[src/assert_macros.svh]
// Assertion helpers used by the top-level RTL; all sample on clk and stay quiet in reset.
`ifndef ASSERT_MACROS_SVH
`define ASSERT_MACROS_SVH

// Check a property at every clock edge outside reset.
`define ST_ASSERT(lbl, prop, msg) \
	lbl: assert property (@(posedge clk) disable iff (!arst_n) (prop)) else $error(msg);

// Check that a condition implies another in the same cycle.
`define ST_ASSERT_IMPL(lbl, ante, cons, msg) \
	lbl: assert property (@(posedge clk) disable iff (!arst_n) (ante) |-> (cons)) \
		else $error(msg);

`endif

[src/stok_pkg.sv]
package stok_pkg;

	// Sizing
	localparam int KEYWORD_CHARS = 6;
	localparam int POSITION_BITS = 32;
	localparam int LENGTH_BITS   = 16;
	localparam int KIND_W        = 6;
	localparam int LINE_W        = 24;

	// Result queue
	localparam int FIFO_DEPTH = 4;
	localparam int FIFO_AW    = $clog2(FIFO_DEPTH);

	// Scanner modes
	typedef enum logic [2:0] {
		MODE_IDLE,
		MODE_NUM,
		MODE_IDENT,
		MODE_OP,
		MODE_ERR
	} mode_t;

	// Token kinds
	localparam logic [KIND_W-1:0] K_EOF    = 6'd0;
	localparam logic [KIND_W-1:0] K_NUM    = 6'd1;
	localparam logic [KIND_W-1:0] K_IDENT  = 6'd2;
	localparam logic [KIND_W-1:0] K_KW0    = 6'd3;
	localparam logic [KIND_W-1:0] K_LPAREN = 6'd12;
	localparam logic [KIND_W-1:0] K_RPAREN = 6'd13;
	localparam logic [KIND_W-1:0] K_PLUS   = 6'd14;
	localparam logic [KIND_W-1:0] K_MINUS  = 6'd15;
	localparam logic [KIND_W-1:0] K_STAR   = 6'd16;
	localparam logic [KIND_W-1:0] K_SLASH  = 6'd17;
	localparam logic [KIND_W-1:0] K_AMP    = 6'd18;
	localparam logic [KIND_W-1:0] K_ASSIGN = 6'd19;
	localparam logic [KIND_W-1:0] K_BANG   = 6'd21;
	localparam logic [KIND_W-1:0] K_LT     = 6'd23;
	localparam logic [KIND_W-1:0] K_GT     = 6'd25;
	localparam logic [KIND_W-1:0] K_SEMI   = 6'd27;
	localparam logic [KIND_W-1:0] K_COMMA  = 6'd28;
	localparam logic [KIND_W-1:0] K_LBRACK = 6'd29;
	localparam logic [KIND_W-1:0] K_RBRACK = 6'd30;
	localparam logic [KIND_W-1:0] K_LBRACE = 6'd31;
	localparam logic [KIND_W-1:0] K_RBRACE = 6'd32;
	localparam logic [KIND_W-1:0] K_ERROR  = 6'd33;

	// Source characters
	localparam logic [7:0] CH_NUL    = 8'h00;
	localparam logic [7:0] CH_TAB    = 8'h09;
	localparam logic [7:0] CH_LF     = 8'h0A;
	localparam logic [7:0] CH_CR     = 8'h0D;
	localparam logic [7:0] CH_SPACE  = 8'h20;
	localparam logic [7:0] CH_BANG   = 8'h21;
	localparam logic [7:0] CH_AMP    = 8'h26;
	localparam logic [7:0] CH_LPAREN = 8'h28;
	localparam logic [7:0] CH_RPAREN = 8'h29;
	localparam logic [7:0] CH_STAR   = 8'h2A;
	localparam logic [7:0] CH_PLUS   = 8'h2B;
	localparam logic [7:0] CH_COMMA  = 8'h2C;
	localparam logic [7:0] CH_MINUS  = 8'h2D;
	localparam logic [7:0] CH_SLASH  = 8'h2F;
	localparam logic [7:0] CH_SEMI   = 8'h3B;
	localparam logic [7:0] CH_LT     = 8'h3C;
	localparam logic [7:0] CH_EQ     = 8'h3D;
	localparam logic [7:0] CH_GT     = 8'h3E;
	localparam logic [7:0] CH_LBRACK = 8'h5B;
	localparam logic [7:0] CH_RBRACK = 8'h5D;
	localparam logic [7:0] CH_LBRACE = 8'h7B;
	localparam logic [7:0] CH_RBRACE = 8'h7D;

	// Keywords, left-justified and zero padded to the longest one
	localparam int KW_COUNT   = 9;
	localparam int KW_MAX_LEN = 6;
	localparam logic [KW_MAX_LEN*8-1:0] KW_TEXT [KW_COUNT] = '{
		"return",
		{"if", 32'h0},
		{"else", 16'h0},
		{"for", 24'h0},
		{"while", 8'h0},
		{"let", 24'h0},
		{"fn", 32'h0},
		{"true", 16'h0},
		{"false", 8'h0}
	};
	localparam logic [2:0] KW_LEN [KW_COUNT] = '{
		3'd6, 3'd2, 3'd4, 3'd3, 3'd5, 3'd3, 3'd2, 3'd4, 3'd5
	};

	// One result item
	typedef struct packed {
		logic [KIND_W-1:0]        kind;
		logic [LINE_W-1:0]        line;
		logic [POSITION_BITS-1:0] start;
		logic [LENGTH_BITS-1:0]   len;
		logic                     last;
	} result_t;

	// Results produced by one byte, lexer to queue
	typedef struct packed {
		logic [1:0] cnt;
		result_t    r0;
		result_t    r1;
	} push_t;

endpackage

[src/stok_lexer.sv]
module stok_lexer
	import stok_pkg::*;
(
	input  logic       clk,
	input  logic       arst_n,
	input  logic       step,
	input  logic [7:0] byte_in,
	output push_t      push
);

	mode_t                          mode_q, mode_d;
	logic [KIND_W-1:0]              pend_q, pend_d;
	logic [KEYWORD_CHARS-1:0][7:0]  kwbuf_q, kwbuf_d;
	logic [POSITION_BITS-1:0]       start_q, start_d;
	logic [LENGTH_BITS-1:0]         len_q, len_d;
	logic [POSITION_BITS-1:0]       pos_q, pos_d;
	logic [LINE_W-1:0]              line_q, line_d;

	logic                           fl_v, nw_v, consumed, is_dig, is_alp;
	logic [KIND_W-1:0]              fl_kind, nw_kind;
	logic [POSITION_BITS-1:0]       fl_start, nw_start;
	logic [LENGTH_BITS-1:0]         fl_len, nw_len, len_inc;

	function automatic logic [KIND_W-1:0] single_kind(input logic [7:0] b);
		logic [KIND_W-1:0] k;
		unique case (b)
			CH_LPAREN: k = K_LPAREN;
			CH_RPAREN: k = K_RPAREN;
			CH_PLUS:   k = K_PLUS;
			CH_MINUS:  k = K_MINUS;
			CH_STAR:   k = K_STAR;
			CH_SLASH:  k = K_SLASH;
			CH_AMP:    k = K_AMP;
			CH_SEMI:   k = K_SEMI;
			CH_COMMA:  k = K_COMMA;
			CH_LBRACK: k = K_LBRACK;
			CH_RBRACK: k = K_RBRACK;
			CH_LBRACE: k = K_LBRACE;
			CH_RBRACE: k = K_RBRACE;
			default:   k = K_ERROR;
		endcase
		return k;
	endfunction

	// Bytes past the length are zero in both buffer and table, so a full compare works
	function automatic logic [KIND_W-1:0] ident_kind(
		input logic [KEYWORD_CHARS-1:0][7:0] kw_buf,
		input logic [LENGTH_BITS-1:0]        len
	);
		logic [KIND_W-1:0] k;
		logic              hit;
		k = K_IDENT;
		for (int i = KW_COUNT - 1; i >= 0; i--) begin
			hit = (len == LENGTH_BITS'(KW_LEN[i]));
			for (int j = 0; j < KW_MAX_LEN; j++) begin
				if (kw_buf[j] != KW_TEXT[i][(KW_MAX_LEN-1-j)*8 +: 8]) begin
					hit = 1'b0;
				end
			end
			if (hit) begin
				k = K_KW0 + KIND_W'(i);
			end
		end
		return k;
	endfunction

	assign is_dig  = (byte_in >= "0") && (byte_in <= "9");
	assign is_alp  = ((byte_in >= "a") && (byte_in <= "z")) ||
		((byte_in >= "A") && (byte_in <= "Z"));
	assign len_inc = (len_q != '1) ? len_q + LENGTH_BITS'(1) : len_q;

	// Scan one byte: close the running token, then start or emit a new one
	always_comb begin
		mode_d   = mode_q;
		pend_d   = pend_q;
		kwbuf_d  = kwbuf_q;
		start_d  = start_q;
		len_d    = len_q;
		pos_d    = pos_q + POSITION_BITS'(1);
		line_d   = line_q;
		consumed = 1'b0;
		fl_v     = 1'b0;
		fl_kind  = K_EOF;
		fl_start = start_q;
		fl_len   = len_q;
		nw_v     = 1'b0;
		nw_kind  = K_EOF;
		nw_start = pos_q;
		nw_len   = LENGTH_BITS'(1);

		unique case (mode_q)
			MODE_NUM: begin
				if (is_dig) begin
					len_d    = len_inc;
					consumed = 1'b1;
				end else begin
					fl_v    = 1'b1;
					fl_kind = K_NUM;
					mode_d  = MODE_IDLE;
				end
			end
			MODE_IDENT: begin
				if (is_dig || is_alp) begin
					for (int j = 0; j < KEYWORD_CHARS; j++) begin
						if (len_q == LENGTH_BITS'(j)) begin
							kwbuf_d[j] = byte_in;
						end
					end
					len_d    = len_inc;
					consumed = 1'b1;
				end else begin
					fl_v    = 1'b1;
					fl_kind = (len_q > LENGTH_BITS'(KEYWORD_CHARS)) ? K_IDENT :
						ident_kind(kwbuf_q, len_q);
					mode_d  = MODE_IDLE;
				end
			end
			MODE_OP: begin
				fl_v = 1'b1;
				if (byte_in == CH_EQ) begin
					fl_kind  = pend_q + KIND_W'(1);
					fl_len   = LENGTH_BITS'(2);
					consumed = 1'b1;
				end else begin
					fl_kind = pend_q;
					fl_len  = LENGTH_BITS'(1);
				end
				mode_d = MODE_IDLE;
				pend_d = '0;
			end
			MODE_ERR: begin
				// silent until reset
				consumed = 1'b1;
				pos_d    = pos_q;
			end
			default: begin
				mode_d = MODE_IDLE;
			end
		endcase

		if (!consumed) begin
			priority if (byte_in == CH_SPACE || byte_in == CH_CR || byte_in == CH_TAB) begin
				// skip whitespace
			end else if (byte_in == CH_LF) begin
				if (line_q != '1) begin
					line_d = line_q + LINE_W'(1);
				end
			end else if (byte_in == CH_NUL) begin
				nw_v    = 1'b1;
				nw_kind = K_EOF;
				nw_len  = '0;
				mode_d  = MODE_IDLE;
				pend_d  = '0;
				kwbuf_d = '0;
				start_d = '0;
				len_d   = '0;
				pos_d   = '0;
				line_d  = LINE_W'(1);
			end else if (is_dig) begin
				mode_d  = MODE_NUM;
				start_d = pos_q;
				len_d   = LENGTH_BITS'(1);
			end else if (is_alp) begin
				mode_d     = MODE_IDENT;
				start_d    = pos_q;
				len_d      = LENGTH_BITS'(1);
				kwbuf_d    = '0;
				kwbuf_d[0] = byte_in;
			end else if (byte_in == CH_EQ || byte_in == CH_BANG ||
					byte_in == CH_LT || byte_in == CH_GT) begin
				mode_d  = MODE_OP;
				start_d = pos_q;
				len_d   = LENGTH_BITS'(1);
				pend_d  = (byte_in == CH_EQ) ? K_ASSIGN : (byte_in == CH_BANG) ? K_BANG :
					(byte_in == CH_LT) ? K_LT : K_GT;
			end else begin
				nw_v    = 1'b1;
				nw_kind = single_kind(byte_in);
				if (nw_kind == K_ERROR) begin
					mode_d = MODE_ERR;
				end
			end
		end
	end

	// Pack the results of this byte in order, flush first
	always_comb begin
		push.cnt      = step ? (2'(fl_v) + 2'(nw_v)) : 2'd0;
		push.r0.kind  = fl_v ? fl_kind : nw_kind;
		push.r0.line  = line_q;
		push.r0.start = fl_v ? fl_start : nw_start;
		push.r0.len   = fl_v ? fl_len : nw_len;
		push.r0.last  = !(fl_v && nw_v);
		push.r1.kind  = nw_kind;
		push.r1.line  = line_q;
		push.r1.start = nw_start;
		push.r1.len   = nw_len;
		push.r1.last  = 1'b1;
	end

	// Advance scanner state on each processed byte
	always_ff @(posedge clk or negedge arst_n) begin
		if (!arst_n) begin
			mode_q  <= MODE_IDLE;
			pend_q  <= '0;
			kwbuf_q <= '0;
			start_q <= '0;
			len_q   <= '0;
			pos_q   <= '0;
			line_q  <= LINE_W'(1);
		end else if (step) begin
			mode_q  <= mode_d;
			pend_q  <= pend_d;
			kwbuf_q <= kwbuf_d;
			start_q <= start_d;
			len_q   <= len_d;
			pos_q   <= pos_d;
			line_q  <= line_d;
		end
	end

endmodule

[src/stok_fifo.sv]
module stok_fifo
	import stok_pkg::*;
(
	input  logic               clk,
	input  logic               arst_n,
	input  push_t              push,
	input  logic               pop,
	output result_t            head,
	output logic [FIFO_AW:0]   count
);

	result_t              mem_q [FIFO_DEPTH];
	logic [FIFO_AW-1:0]   head_q, tail_q;
	logic [FIFO_AW:0]     count_q;

	assign head  = mem_q[head_q];
	assign count = count_q;

	// Write up to two results per cycle
	always_ff @(posedge clk) begin
		if (push.cnt != 2'd0) begin
			mem_q[tail_q] <= push.r0;
		end
		if (push.cnt == 2'd2) begin
			mem_q[tail_q + FIFO_AW'(1)] <= push.r1;
		end
	end

	// Advance pointers and occupancy
	always_ff @(posedge clk or negedge arst_n) begin
		if (!arst_n) begin
			head_q  <= '0;
			tail_q  <= '0;
			count_q <= '0;
		end else begin
			tail_q  <= tail_q + FIFO_AW'(push.cnt);
			head_q  <= head_q + FIFO_AW'(pop);
			count_q <= count_q + (FIFO_AW+1)'(push.cnt) - (FIFO_AW+1)'(pop);
		end
	end

endmodule

[src/source_tokenizer.sv]
// A taken byte is held in byte_s1, then scanned; its tokens go to the result queue.
// Throughput: one byte per cycle unless stalled; two tokens of one byte leave in turn.
// The input stalls while the four-entry result queue holds more than two tokens.
// Reset (arst_n low, asynchronous): scanner idle, line 1, offset 0, queue empty.
`include "assert_macros.svh"

module source_tokenizer
	import stok_pkg::*;
(
	input  logic                     clk,
	input  logic                     arst_n,
	input  logic                     in_valid,
	output logic                     in_stall,
	input  logic [7:0]               source_byte,
	output logic                     out_valid,
	input  logic                     out_stall,
	output logic [KIND_W-1:0]        token_kind,
	output logic [LINE_W-1:0]        line_number,
	output logic [POSITION_BITS-1:0] start_offset,
	output logic [LENGTH_BITS-1:0]   token_length,
	output logic                     last_of_run
);

	logic             valid_s1;
	logic [7:0]       byte_s1;
	logic             advance;
	logic             pop;
	push_t            push;
	result_t          head;
	logic [FIFO_AW:0] count;

	// Scan the held byte when the queue has room for two tokens
	assign advance  = valid_s1 && (count <= (FIFO_AW+1)'(FIFO_DEPTH - 2));
	assign in_stall = valid_s1 && !advance;
	assign pop      = out_valid && !out_stall;

	// Hold the input byte until scanned
	always_ff @(posedge clk or negedge arst_n) begin
		if (!arst_n) begin
			valid_s1 <= 1'b0;
		end else if (in_valid && !in_stall) begin
			valid_s1 <= 1'b1;
		end else if (advance) begin
			valid_s1 <= 1'b0;
		end
	end

	always_ff @(posedge clk) begin
		if (in_valid && !in_stall) begin
			byte_s1 <= source_byte;
		end
	end

	stok_lexer u_lexer (
		.clk     (clk),
		.arst_n  (arst_n),
		.step    (advance),
		.byte_in (byte_s1),
		.push    (push)
	);

	stok_fifo u_fifo (
		.clk    (clk),
		.arst_n (arst_n),
		.push   (push),
		.pop    (pop),
		.head   (head),
		.count  (count)
	);

	// Drive the output transfer from the queue head
	assign out_valid    = (count != '0);
	assign token_kind   = head.kind;
	assign line_number  = head.line;
	assign start_offset = head.start;
	assign token_length = head.len;
	assign last_of_run  = head.last;

	`ST_ASSERT(a_fifo_bound, count <= (FIFO_AW+1)'(FIFO_DEPTH), "result queue overflow")
	`ST_ASSERT_IMPL(a_pair_whole, out_valid && !last_of_run, count >= (FIFO_AW+1)'(2), "token pair split in queue")
	`ST_ASSERT_IMPL(a_eof_last, out_valid && token_kind == K_EOF, last_of_run, "eof not last of its byte")
	`ST_ASSERT_IMPL(a_stall_held, in_stall, valid_s1 && count > (FIFO_AW+1)'(FIFO_DEPTH - 2), "stall without held byte")

endmodule
[config.mk]
export PLATFORM = sky130hd
export DESIGN_NAME = source_tokenizer
export DESIGN_NICKNAME = d
export VERILOG_FILES = /design/src/stok_pkg.sv /design/src/stok_lexer.sv /design/src/stok_fifo.sv /design/src/source_tokenizer.sv
export VERILOG_INCLUDE_DIRS = /design/src /design/src/src
export SDC_FILE = /design/constraint.sdc
export NUM_CORES = 1
export LEC_CHECK = 0
export ABC_AREA = 1
export BUFFER_PORTS_ARGS = -buffer_cell sky130_fd_sc_hd__buf_2
export CAP_MARGIN = 40
export CORE_ASPECT_RATIO = 1.75
export CORE_MARGIN = 10
export CORE_UTILIZATION = 30
export CTS_CLUSTER_SIZE = 12
export DETAILED_ROUTE_END_ITERATION = 8
export HOLD_SLACK_MARGIN = 0.1
export PLACE_DENSITY_LB_ADDON = 0.3
export SLEW_MARGIN = 5
export SYNTH_ARGS = -nofsm -noshare
export SYNTH_HDL_FRONTEND = slang
export SYNTH_SLANG_ARGS = --single-unit
[constraint.sdc]
create_clock -name clk -period 6.5 [get_ports clk]
set_clock_uncertainty 0.2 [all_clocks]
set_input_delay 0.325 -clock clk [delete_from_list [all_inputs] [get_ports clk]]
set_output_delay 0.325 -clock clk [all_outputs]
set_load 0.01 [all_outputs]
==> results.sh <==
export IMPL_grt_ovfl_total=0
export IMPL_grt_pass1_wl_microns=129000
export IMPL_viasPerCell=5.19
export IMPL_tns_ns=0
export IMPL_die_area_sq_mm=0.0982
export IMPL_cp_data_required_time_ns=6.74
export IMPL_vias=22284
export IMPL_rows=141
export IMPL_drtIter0Drc=1489
export IMPL_critPathBufInv=4
export IMPL_post_cts_buffers=0
export IMPL_cts_buffers=48
export IMPL_worst_skew_pair_late_latency_ns=0.62
export IMPL_routabilityCongestion=0.956
export IMPL_cts_buffer_depth=3
export IMPL_synth_seq_area_share_pct=51.9
export IMPL_core_area_sq_mm=0.0847
export IMPL_power_density_mw_per_mm2=393
export IMPL_synth_flop_cell="edfxtp_1"
export IMPL_final_nets=3207
export IMPL_syn_avg_cell_area_sq_um=8.12
export IMPL_cts_root_buf="clkbuf_16"
export IMPL_grt_setup_unrepaired="false"
export IMPL_path_common_cell="nor2_1"
export IMPL_setup_worst_path_end_class="register"
export IMPL_worstHoldPathType="primary input to asynchronous set/reset pin"
export IMPL_area_delta_synth_final_pct=11.8
export IMPL_synth_top_family_by_area="simple AND/OR/NAND/NOR gates"
export IMPL_cp_cell_sequence="inv_4 > nand2_1 > nor2_1 > nand2_2 > nand2_2 > nand3_2 > nand2_2 > nand2_8 > nand4_2 > nor2_1 > ha_1 > inv_1 > nor2_1 > nor2_1 > nor2_2 > clkinv_1 > buf_4 > o22ai_1"
export IMPL_finalHoldViolCount=0
export IMPL_grt_use_total_pct=16.7
export IMPL_irDropWorstVdd_uv=249
export IMPL_syn_cell_area_sq_mm=0.0257
export IMPL_cts_sinks=493
export IMPL_synthSimpleGateAreaFrac_pct=24.9
export IMPL_max_cap_violations=0
export IMPL_startpoint_type="register"
export IMPL_synth_nets=3189
export IMPL_whs_ns=0.149
export IMPL_clk_pin_slew_worst_paths_ns=0.06
export IMPL_netlist_instances=3163
export IMPL_worst_pin_slew_ns=0.882
export IMPL_r2r_start="byte_s1[1]$_DFFE_PP_"
export IMPL_chipWidth_microns=241
export IMPL_critical_path_class="register to register"
export IMPL_reg2reg_slack_ns=1.73
export IMPL_synthAdderAreaFrac_pct=0.711
export IMPL_worstRegToRegCells=18
export IMPL_grt_max_degree=84
export IMPL_arrival_ns=5.01
export IMPL_async_flop_share_pct=34.3
export IMPL_rr_endpoint="u_fifo.mem_q[3][36]$_DFFE_PP_"
export IMPL_synthXorXnorAreaFrac_pct=1.09
export IMPL_setup_violations_final=0
export IMPL_final_antenna_net_count=0
export IMPL_cpMaxStageDelayCell="clkinv_1"
export IMPL_route_detailed_drc=0
export IMPL_port_buffers=92
export IMPL_final_area_sq_mm=0.0287
export IMPL_synth_compound_area_share_pct=14.9
export IMPL_ys_types=53
export IMPL_n_antenna_cell=0
export IMPL_htreeDepth=2
export IMPL_critPathLaunch="byte_s1[1]$_DFFE_PP_"
export IMPL_start_util_pct=30.3
export IMPL_grt_pass1_vias=22361
export IMPL_crit_fanout=17
export IMPL_post_dp_hpwl_microns=55900
export IMPL_ioPinCount=93
export IMPL_drt_pass1_iterations=6
export IMPL_wire_per_inst_microns=19.4
export IMPL_maxSlewHeadroom_pct=41.0
export IMPL_wl_microns=83200
export IMPL_synth_mux_area_share_pct=0
export IMPL_crit_family="simple AND/OR/NAND/NOR gates"
export IMPL_max_freq_mhz=209
export IMPL_period_needed_ns=4.77
export IMPL_crit_end="u_fifo.mem_q[3][36]$_DFFE_PP_"
export IMPL_antenna_found_initial=0
export IMPL_placed_cell_area_sq_mm=0.0272
export IMPL_p_leak_uw=0.0111
export IMPL_fin_crit_sh_pct=73.4
export IMPL_cts_resized=0
export IMPL_drv_slew=0
export IMPL_tritoncts="yes"
export IMPL_run_status="complete, no violations"
export IMPL_synth_seq_cells=493
export IMPL_final_util_pct=33.9
export IMPL_synth_edf_count=260
export IMPL_die_y_microns=407
export IMPL_yosys_warnings=0
export IMPL_cpPeakStageDelay_ns=0.71
export IMPL_cp_depth=18
export IMPL_drive_above_1_share_pct=8.23
==> registers in the layout, indices dropped and copies added (netlist names) <==
signal            cells
byte_s1               8
u_fifo.head_q         2
u_fifo.tail_q         2
u_lexer.fl_start     32
u_fifo.count          3
u_lexer.mode_q        3
u_lexer.line_q       24
u_fifo.mem_q        316
valid_s1              1
u_lexer.kwbuf_q      48
u_lexer.len_q        16
u_lexer.nw_start     32
u_lexer.pend_q        6
==> layer usage <==
layer / vias up / global-route usage, % / share of wire (%)
met4: 0 / 8.59 / 4.9
met1: 10742 / 17.6 / 37
met3: 203 / 1.66 / 3.4
met2: 537 / 32.1 / 54
met5: - / 0 / 0
li1: 10802 / - / -
==> cell type report <==
cell class	count	area [sq um]
clock buffer	83	1370
clock inverter	6	80.1
fill	8898	56000
inverter	238	908
multi-input combinational	2260	10700
sequential	493	13300
tap	1072	1340
timing repair buffer	140	972
==> worst reg2reg max path, cell delays in order (launching register included) <==
cell and delay [ns]:
edfxtp_1 0.56, inv_4 0.18, nand2_1 0.14, nor2_1 0.22, nand2_2 0.07, nand2_2 0.11, nand3_2 0.12, nand2_2 0.20
nand2_8 0.14, nand4_2 0.18, nor2_1 0.07, ha_1 0.32, inv_1 0.05, nor2_1 0.19, nor2_1 0.11, nor2_2 0.37
clkinv_1 0.71, buf_4 0.46, o22ai_1 0.18
==> how the worst min path moves through the flow <==
| stage | startpoint | end | slack [ns] | cells after the start |
|---|---|---|---|---|
| 6_report | arst_n | u_lexer.fl_start[22]$_DFFE_PN0P_ | 0.15 | 2 |
| 5_1_grt | arst_n | u_lexer.fl_start[22]$_DFFE_PN0P_ | 0.21 | 2 |
| 4_1_cts | arst_n | u_lexer.fl_start[12]$_DFFE_PN0P_ | 0.19 | 2 |
| 3_5_place_dp | u_fifo.mem_q[1][10]$_SDFFE_PP0P_ | u_fifo.mem_q[1][10]$_SDFFE_PP0P_ | 0.24 | 2 |
| 3_3_place_gp | u_fifo.mem_q[2][3]$_SDFFE_PP0P_ | u_fifo.mem_q[2][3]$_SDFFE_PP0P_ | 0.23 | 2 |
| 2_1_floorplan | arst_n | u_fifo.count[0]$_DFF_PN0_ | -0.17 | 0 |
==> cells in the final DEF (no fill, tap or decap), types with 4 or more instances in the layout <==
| cell type | netlist | routed |
|---|---|---|
| nand3_2 | 6 | 6 |
| dfxtp_1 | 64 | 64 |
| nand3_1 | 184 | 184 |
| clkinv_2 | 0 | 4 |
| dlygate4sd3_1 | 0 | 11 |
| a21oi_1 | 40 | 40 |
| nand3b_1 | 10 | 10 |
| o21ai_0 | 383 | 383 |
| clkinv_1 | 9 | 11 |
| o21ai_1 | 54 | 54 |
| nand2_1 | 652 | 649 |
| clkbuf_1 | 121 | 31 |
| xor2_1 | 31 | 31 |
| nor3_1 | 69 | 69 |
| o22ai_1 | 211 | 211 |
| clkbuf_8 | 0 | 4 |
| nor4_1 | 5 | 5 |
| edfxtp_1 | 260 | 260 |
| nor2_1 | 509 | 505 |
| inv_2 | 12 | 16 |
| clkbuf_16 | 0 | 48 |
| nand2_2 | 12 | 15 |
| buf_2 | 21 | 91 |
| buf_12 | 0 | 6 |
| ha_1 | 13 | 13 |
| buf_4 | 17 | 29 |
| nand4_1 | 34 | 34 |
| nor2_2 | 9 | 9 |
| inv_1 | 214 | 206 |
| dfrtp_1 | 168 | 166 |
| nor2_4 | 3 | 7 |
==> power by group <==
part           leakage, uW  switching (uW)  internal [uW]
Combinational      0.00519            3250           1240
Sequential         0.00525             317           3790
Clock             0.000692            1250           1430
==> cells by family after synthesis <==
| logic type | count (synthesis) |
|---|---|
| compound gates | 702 |
| buf+inv | 410 |
| fa+ha+maj | 14 |
| simple gates | 1512 |
| xor+xnor | 32 |
| flops | 493 |
==> stage by stage <==
step           setup WS (ns)  total power (uW)  std cells
2_1_floorplan           1.92              6920       3163
3_3_place_gp            1.88              8660       4189
3_5_place_dp            1.81              8750       4192
4_1_cts                 1.75             11400       4292
5_1_grt                 1.40             12000       4292
6_report                1.73             11300       4292
==> what timing repair did <==
item,4_1_cts,5_1_grt
hold buffers,11,0
setup endpoints to repair,0,0
endpoints found under the hold margin,98,0
==> synth_stat cells, types with 3 or more instances <==
| cell | count | share of area [%] |
|---|---|---|
| nand2_1 | 652 | 9.5 |
| nor2_1 | 509 | 7.4 |
| o21ai_0 | 383 | 7.5 |
| edfxtp_1 | 260 | 30 |
| inv_1 | 214 | 3.1 |
| o22ai_1 | 211 | 5.1 |
| nand3_1 | 184 | 3.6 |
| dfrtp_1 | 168 | 16 |
| clkbuf_1 | 121 | 1.8 |
| nor3_1 | 69 | 1.3 |
| dfxtp_1 | 64 | 5.0 |
| o21ai_1 | 54 | 1.1 |
| a21oi_1 | 40 | 0.78 |
| nand4_1 | 34 | 0.83 |
| xor2_1 | 31 | 1.1 |
| buf_2 | 21 | 0.41 |
| buf_4 | 17 | 0.50 |
| ha_1 | 13 | 0.63 |
| inv_2 | 12 | 0.18 |
| nand2_2 | 12 | 0.29 |
| nand3b_1 | 10 | 0.29 |
| clkinv_1 | 9 | 0.13 |
| nor2_2 | 9 | 0.22 |
| buf_1 | 6 | 0.088 |
| nand3_2 | 6 | 0.23 |
| nor4_1 | 5 | 0.12 |
| buf_6 | 4 | 0.18 |
| and2_1 | 3 | 0.073 |
| clkbuf_2 | 3 | 0.058 |
| nand2_4 | 3 | 0.13 |
| nand2_8 | 3 | 0.23 |
| nor2_4 | 3 | 0.13 |
| nor3b_1 | 3 | 0.088 |
| o21ai_2 | 3 | 0.10 |
Power figures use the tool's default switching activity.
